$ cat src/design/hsl_pkg.sv
// Shared types for the HSL to RGB converter.
// Holds the hue sector code; no dependencies.
package hsl_pkg;

    // Hue sector: which sixth of the color wheel a pixel falls in
    typedef enum logic [2:0] {
        SECT_RED_YEL = 3'd0,
        SECT_YEL_GRN = 3'd1,
        SECT_GRN_CYN = 3'd2,
        SECT_CYN_BLU = 3'd3,
        SECT_BLU_MAG = 3'd4,
        SECT_MAG_RED = 3'd5
    } sector_t;

endpackage

$ cat src/design/hsl_to_rgb_converter.sv
// HSL to RGB converter, four register stages, one pixel per cycle.
// An accepted pixel moves through the stage 1, 2, 3 and 4 registers; m_valid is the stage 4 valid bit.
// Throughput: one pixel per cycle unless m_ready stalls a full pipeline; the two chained multipliers set the stage cut.
// Stalls on m_ready back up through per-stage valid bits, nothing dropped.
// Reset (aresetn low, synchronous) empties all stages; payload is not reset.
// Depends on hsl_pkg for the sector code.
module hsl_to_rgb_converter #(
    parameter int CHANNEL_BITS = 16
) (
    input  logic                    aclk,
    input  logic                    aresetn,
    input  logic                    s_valid,
    output logic                    s_ready,
    input  logic [CHANNEL_BITS-1:0] s_hue,
    input  logic [CHANNEL_BITS-1:0] s_saturation,
    input  logic [CHANNEL_BITS-1:0] s_lightness,
    output logic                    m_valid,
    input  logic                    m_ready,
    output logic [CHANNEL_BITS-1:0] m_red,
    output logic [CHANNEL_BITS-1:0] m_green,
    output logic [CHANNEL_BITS-1:0] m_blue
);

    localparam int N = CHANNEL_BITS;

    // Stage valid bits and ready chain
    logic v1_reg, v2_reg, v3_reg, v4_reg;
    logic rdy1, rdy2, rdy3, rdy4;

    assign rdy4    = !v4_reg || m_ready;
    assign rdy3    = !v3_reg || rdy4;
    assign rdy2    = !v2_reg || rdy3;
    assign rdy1    = !v1_reg || rdy2;
    assign s_ready = rdy1;
    assign m_valid = v4_reg;

    // Advance valid bits
    always_ff @(posedge aclk) begin
        if (!aresetn) begin
            v1_reg <= 1'b0;
            v2_reg <= 1'b0;
            v3_reg <= 1'b0;
            v4_reg <= 1'b0;
        end else begin
            if (rdy1) v1_reg <= s_valid;
            if (rdy2) v2_reg <= v1_reg;
            if (rdy3) v3_reg <= v2_reg;
            if (rdy4) v4_reg <= v3_reg;
        end
    end

    // Stage 1: lightness tent k, hue sector and hue tent w
    logic [N:0]          two_l, k1_next, f2, w1_next;
    logic [N+2:0]        hs;
    hsl_pkg::sector_t    sec1_next;
    logic [N:0]          k1_reg, w1_reg;
    logic [N-1:0]        s1_reg, l1_reg;
    hsl_pkg::sector_t    sec1_reg;

    always_comb begin
        two_l     = {s_lightness, 1'b0};
        k1_next   = s_lightness[N-1] ? ((~two_l) + 1'b1) : two_l;
        hs        = {1'b0, s_hue, 2'b00} + {2'b00, s_hue, 1'b0};
        sec1_next = hsl_pkg::sector_t'(hs[N+2:N]);
        f2        = hs[N:0];
        w1_next   = f2[N] ? ((~f2) + 1'b1) : f2;
    end

    always_ff @(posedge aclk) begin
        if (rdy1) begin
            k1_reg   <= k1_next;
            w1_reg   <= w1_next;
            s1_reg   <= s_saturation;
            l1_reg   <= s_lightness;
            sec1_reg <= sec1_next;
        end
    end

    // Stage 2: chroma C = (k * S) >> N
    logic [2*N:0]     prod_c;
    logic [N-1:0]     c2_next, c2_reg, l2_reg;
    logic [N:0]       w2_reg;
    hsl_pkg::sector_t sec2_reg;

    always_comb begin
        prod_c  = k1_reg * {1'b0, s1_reg};
        c2_next = prod_c[2*N-1:N];
    end

    always_ff @(posedge aclk) begin
        if (rdy2) begin
            c2_reg   <= c2_next;
            l2_reg   <= l1_reg;
            w2_reg   <= w1_reg;
            sec2_reg <= sec1_reg;
        end
    end

    // Stage 3: secondary X = (C * w) >> N and offset m = L - C/2
    logic [2*N:0]     prod_x;
    logic [N-1:0]     half_c, x3_next, m3_next;
    logic [N-1:0]     c3_reg, x3_reg, m3_reg;
    hsl_pkg::sector_t sec3_reg;

    always_comb begin
        prod_x  = {1'b0, c2_reg} * w2_reg;
        x3_next = prod_x[2*N-1:N];
        half_c  = c2_reg >> 1;
        m3_next = (l2_reg >= half_c) ? (l2_reg - half_c) : '0;
    end

    always_ff @(posedge aclk) begin
        if (rdy3) begin
            c3_reg   <= c2_reg;
            x3_reg   <= x3_next;
            m3_reg   <= m3_next;
            sec3_reg <= sec2_reg;
        end
    end

    // Stage 4: place C and X per sector, add m, saturate
    logic [N-1:0] r_raw, g_raw, b_raw;
    logic [N:0]   r_sum, g_sum, b_sum;
    logic [N-1:0] red_next, green_next, blue_next;
    logic [N-1:0] red_reg, green_reg, blue_reg;

    always_comb begin
        case (sec3_reg)
            hsl_pkg::SECT_RED_YEL: begin
                r_raw = c3_reg; g_raw = x3_reg; b_raw = '0;
            end
            hsl_pkg::SECT_YEL_GRN: begin
                r_raw = x3_reg; g_raw = c3_reg; b_raw = '0;
            end
            hsl_pkg::SECT_GRN_CYN: begin
                r_raw = '0; g_raw = c3_reg; b_raw = x3_reg;
            end
            hsl_pkg::SECT_CYN_BLU: begin
                r_raw = '0; g_raw = x3_reg; b_raw = c3_reg;
            end
            hsl_pkg::SECT_BLU_MAG: begin
                r_raw = x3_reg; g_raw = '0; b_raw = c3_reg;
            end
            default: begin
                r_raw = c3_reg; g_raw = '0; b_raw = x3_reg;
            end
        endcase
        r_sum      = {1'b0, r_raw} + {1'b0, m3_reg};
        g_sum      = {1'b0, g_raw} + {1'b0, m3_reg};
        b_sum      = {1'b0, b_raw} + {1'b0, m3_reg};
        red_next   = r_sum[N] ? '1 : r_sum[N-1:0];
        green_next = g_sum[N] ? '1 : g_sum[N-1:0];
        blue_next  = b_sum[N] ? '1 : b_sum[N-1:0];
    end

    always_ff @(posedge aclk) begin
        if (rdy4) begin
            red_reg   <= red_next;
            green_reg <= green_next;
            blue_reg  <= blue_next;
        end
    end

    assign m_red   = red_reg;
    assign m_green = green_reg;
    assign m_blue  = blue_reg;

endmodule

$ cat config.mk
export PLATFORM = sky130hd
export DESIGN_NAME = hsl_to_rgb_converter
export DESIGN_NICKNAME = d
export VERILOG_FILES = /design/src/design/hsl_pkg.sv /design/src/design/hsl_to_rgb_converter.sv
export SDC_FILE = /design/constraint.sdc
export NUM_CORES = 2
export LEC_CHECK = 0
export BUFFER_PORTS_ARGS = -buffer_cell sky130_fd_sc_hd__buf_2
export CORE_ASPECT_RATIO = 0.75
export CORE_MARGIN = 1
export CORE_UTILIZATION = 42
export DETAILED_ROUTE_END_ITERATION = 10
export GPL_TIMING_DRIVEN = 0
export MAX_ROUTING_LAYER = met4
export PLACE_DENSITY = 0.55
export SYNTH_ARGS = -nofsm -noshare
export SYNTH_HDL_FRONTEND = slang
export SYNTH_SLANG_ARGS = --single-unit
$ cat constraint.sdc
create_clock -name aclk -period 18 [get_ports aclk]
set_input_delay 0 -clock aclk [delete_from_list [all_inputs] [get_ports aclk]]
set_output_delay 0 -clock aclk [all_outputs]
set_load 0.05 [all_outputs]
Word-level counts from Yosys, hierarchy flattened
Index checks and enable logic that the tools add are counted.
{ "classes": {"addsub": 7, "multipliers": 2, "order_cmp": 1, "n_eq_ne": 4, "mux": 5, "n_bitwise": 2, "reduce_logical": 15} }
{ "ops": {"columns": ["cell", "n"], "rows": [
  ["16-bit one-hot mux with 2 select lines", 3],
  ["16-bit by 16-bit adder with 17-bit output", 3],
  ["17-bit by 1-bit adder with 17-bit output (second input constant)", 2],
  ["17-bit inverter", 2],
  ["16-bit by 17-bit multiplier with 32-bit output", 1],
  ["17-bit by 16-bit multiplier with 32-bit output", 1],
  ["16-bit 2-to-1 mux", 2],
  ["18-bit by 17-bit adder with 19-bit output", 1],
  ["16-bit by 15-bit >= comparator with 1-bit output", 1],
  ["16-bit by 15-bit subtractor with 16-bit output", 1],
  ["2-bit OR reduction", 6],
  ["3-bit by 2-bit == test with 1-bit output (second input constant)", 2],
  ["1-bit zero test", 4],
  ["1-bit logical OR", 4],
  ["3-bit by 1-bit == test with 1-bit output (second input constant)", 1],
  ["3-bit == test (second input constant)", 1],
  ["3-bit zero test", 1]
]} }
{ "word_totals": {"ff_bits": 224, "in_bits": 52, "output_inout_bits": 50, "elab_cells": 58} }

Logic depth before layout (Yosys ltp)
{ "depth": {"depth_word": 5, "ltp_mapped": 24, "mapped_depth_nobuf": 23} }

Worst setup path after synthesis
OpenSTA, ideal clock, no wires.
{ "synth_timing": {"path_kind": "register -> register", "from": "register s1_reg[1]", "to": "register c2_reg[11] (data pin)", "setup_time_ps": 180, "arrival_ps": 5940, "required_ps": 17820, "path_slack_ps": 11880, "stages_incl_launch_ff": 22, "path_buffers": 1, "period_less_slack_ps": 6120, "cell_sequence": "edfxtp_1 -> clkbuf_1 -> nand2_1 -> fa_1 -> fa_1 -> fa_1 -> fa_1 -> inv_1 -> fa_1 -> inv_1 -> fa_1 -> inv_1 -> ha_1 -> a21oi_1 -> o21ai_0 -> a211oi_1 -> nor3_1 -> o31a_1 -> a41o_1 -> and2_1 -> or4_1 -> o311ai_1"} }
{ "synth_via": {"elab_chain_len": 1} }
{ "synth_rtl": {"columns": ["element", "line_no", "source"], "rows": [
  ["start: declaration", "hsl_to_rgb_converter.sv:57", "logic [N-1:0] s1_reg, l1_reg;"],
  ["start signal: assignment", "hsl_to_rgb_converter.sv:73", "s1_reg <= s_saturation;"],
  ["17-bit by 16-bit multiplier with 32-bit output", "hsl_to_rgb_converter.sv:86", "prod_c = k1_reg * {1'b0, s1_reg};"],
  ["net prod_c[27]", "hsl_to_rgb_converter.sv:80", "logic [2*N:0] prod_c;"],
  ["end signal: assignment", "hsl_to_rgb_converter.sv:92", "c2_reg <= c2_next;"],
  ["end: declaration", "hsl_to_rgb_converter.sv:81", "logic [N-1:0] c2_next, c2_reg, l2_reg;"]
]} }
The timed path passes the listed nets, and every way through them passes these cells.
A chain may end at the register's enable or synchronous reset.

Final worst setup path
{ "layout_timing": {"from": "register c2_reg[2]", "to": "register x3_reg[15] (data pin)"} }
{ "layout_via": {"elab_chain_len": 1} }
{ "layout_rtl": {"columns": ["element", "line_no", "source"], "rows": [
  ["16-bit by 17-bit multiplier with 32-bit output", "hsl_to_rgb_converter.sv:106", "prod_x = {1'b0, c2_reg} * w2_reg;"],
  ["net prod_x[31]", "hsl_to_rgb_converter.sv:100", "logic [2*N:0] prod_x;"],
  ["end signal: assignment", "hsl_to_rgb_converter.sv:115", "x3_reg <= x3_next;"],
  ["end: declaration", "hsl_to_rgb_converter.sv:102", "logic [N-1:0] c3_reg, x3_reg, m3_reg;"]
]} }
The timed path passes the listed nets, and every way through them passes these cells.

==> flow_summary.ini <==
[status]
outcome = finished clean

[setup_path]
crit_chain = clkbuf_1, nand2_1, fa_1, fa_1, fa_1, fa_1, inv_1, fa_1, fa_1, ha_1, o21ai_0, nor2_1, a21oi_1, nand2_1, a211oi_1, o31ai_1, nor4_1, nor3_1, xnor2_1
crit_path_start_kind = flip-flop
critPathKind = reg2reg
cp_num_buf_inv = 2
critPathMostFrequentCell = fa_1
path_delay_family = adder cells
crit_path_max_fanout = 10
slowest_stage = edfxtp_1
arrival_ns = 8.11
cp.required_ns = 18.28
cp-end-kind = flip-flop
slowest_delay_ns = 0.69

[clocking]
cts_buffers = 25
cts_tree = yes
cts_root_buffer = clkbuf_16
cts_resized = 0
clk_pin_slew_worst_paths_ns = 0.06
clk_latency_ns = 0.57
clock_path_buffers = 3
htree_levels = 1
cts.sinks = 220

[synth]
syn_nets = 3554
syn_area_mm2 = 0.0278
yosys.area.top_type = fa_1
netlist.area_leader.share_pct = 28.0
avgSynthCellArea_um2 = 9.80
yosys_warnings = 0
ys_ff_latch = 220
synth.area.top_cells = fa_1 28%, edfxtp_1 23%, ha_1 12%
synthArstFlopShare_pct = 0
synth_edf_count = 216
synth_cell_type_count = 73
ys.flop_type = edfxtp_1
syn_inst = 2837
ys_seq_area_share_pct = 23.6

[placed_design]
io_buffers = 101
placed_area_mm2 = 0.0295
dp_hpwl_mm = 63.4
place.gp.congestion = 0.960

[finish]
drive_above_1_share_pct = 5.72
final_net_count = 3723
final_common_cell = inv_1
fin_util_pct = 47.0
final_cell_mix = 493 x inv_1, 408 x nand2_1, 389 x fa_1
final_area_mm2 = 0.0307
area_delta_synth_final_pct = 10.4

[worst_hold_path]
hp-class = in2reg

[grt]
grt_max_degree = 68
grt_first_pass_wirelength_mm = 122
first_global_vias = 21152
grt-ovfl-total = 0
grt_antenna_before_repair = 3
grtUsageTotal_pct = 24.6

[sta]
min_period_ns = 7.82
fin_crit_sh_pct = 43.5
max_freq_mhz = 128
slew_headroom_pct = 37.7
tightestPinTransition_ns = 0.934
hold_viol = 0
grt_setup_unrepaired = no
tns_ns = 0
setup_viol = 0
clock_skew_ns = 0.0339
drv_slew = 0

[flow_run]
drv_cap = 0

[floorplanning]
die_x_um = 299
initial_core_util_pct = 42.5
design.core.area_mm2 = 0.0654
die_y_um = 225
die_area_mm2 = 0.0672
pin_count = 102
num_rows = 81

[detailed_routing]
antenna_left = 0
num_vias = 20438
drt_pass1_iterations = 5
vias_per_cell = 5.24
drt_iter0_drc = 1584
drt-total-wl_mm = 78.5
routedWlPerCell_um = 20.1
drcViolationCount = 0
==> area by class of cell <==
class / instances / area, um2
tap: 871 / 1090
inverter: 497 / 1870
antenna: 3 / 7.51
sequential: 220 / 6570
fill: 6236 / 34700
timing repair buffer: 142 / 946
multi-input combinational: 2024 / 19000
clock buffer: 26 / 629
buffer: 96 / 362
clock inverter: 20 / 205
==> cells in the mapped netlist, types with 10 or more instances <==
cell type and instances:
xnor2_1 75, inv_1 495, o21a_1 16, fa_1 389, and2_1 241, nor2_1 89
or3_1 10, nor2b_1 18, nand2b_1 18, a21oi_1 116, xor2_1 48, nand2_1 410
a221oi_1 17, a21boi_0 19, ha_1 276, o21ai_0 41, a21o_1 33, nor3_1 22
mux2i_1 15, clkbuf_1 91, nand3_1 33, edfxtp_1 216, o21ai_1 12, o221ai_1 17
==> cell families after synthesis <==
family                   after synthesis  synth area share [%]
multiplexers                          18                 0.661
AND/OR/NAND/NOR                      876                  15.1
buffers and inverters                593                  8.01
adder cells (fa/ha/maj)              665                  40.4
flip-flops                           220                  23.6
XOR/XNOR                             124                  3.97
AO/OA/AOI/OAI                        341                  8.22
==> worst register-to-register path, cell delays in order, from the launching register on <==
cell      delay [ns]
edfxtp_1        0.69
clkbuf_1        0.61
nand2_1         0.17
fa_1            0.52
fa_1            0.58
fa_1            0.45
fa_1            0.56
inv_1           0.05
fa_1            0.50
fa_1            0.44
ha_1            0.35
o21ai_0         0.09
nor2_1          0.06
a21oi_1         0.50
nand2_1         0.25
a211oi_1        0.68
o31ai_1         0.29
nor4_1          0.23
nor3_1          0.11
xnor2_1         0.41
==> path summary, 6_finish.rpt <==
check | from | endpoint | slack [ns] | cells past startpoint
worst max register to register | c2_reg[2]$_DFFE_PP_ | x3_reg[15]$_DFFE_PP_ | 10.18 | 19
worst max-delay path | c2_reg[2]$_DFFE_PP_ | x3_reg[15]$_DFFE_PP_ | 10.18 | 19
worst min-delay path | s_hue[2] | w1_reg[3]$_DFFE_PP_ | 0.04 | 3
worst min register to register | w1_reg[6]$_DFFE_PP_ | w2_reg[6]$_DFFE_PP_ | 0.40 | 0
==> through the flow <==
| stage | instances | setup slack [ns] | hold WS, ns |
|---|---|---|---|
| finish | 3899 | 10.18 | 0.0372 |
| global placement | 3809 | 10.22 | 0.176 |
| global route | 3896 | 9.86 | 0.0453 |
| floorplan | 2837 | 11.88 | 0.0989 |
| detailed placement | 3812 | 10.23 | 0.178 |
| CTS | 3896 | 10.13 | 0.0135 |
==> what timing repair did <==
item	4_1_cts	5_1_grt
hold buffers	38	0
endpoints found under the hold margin	56	0
buffers inserted	0	0
==> metal layers <==
metal  GRT usage (%)  vias up  wire length (um)
met4            4.53        0              1390
li1                -     9448                 -
met3            3.19       83              5380
met2            35.0      617             32500
met5               -        -                 0
met1            37.5    10290             39200
Power is not shown: default switching activity piles up to over one toggle a cycle in this logic, so the estimate is an artifact.
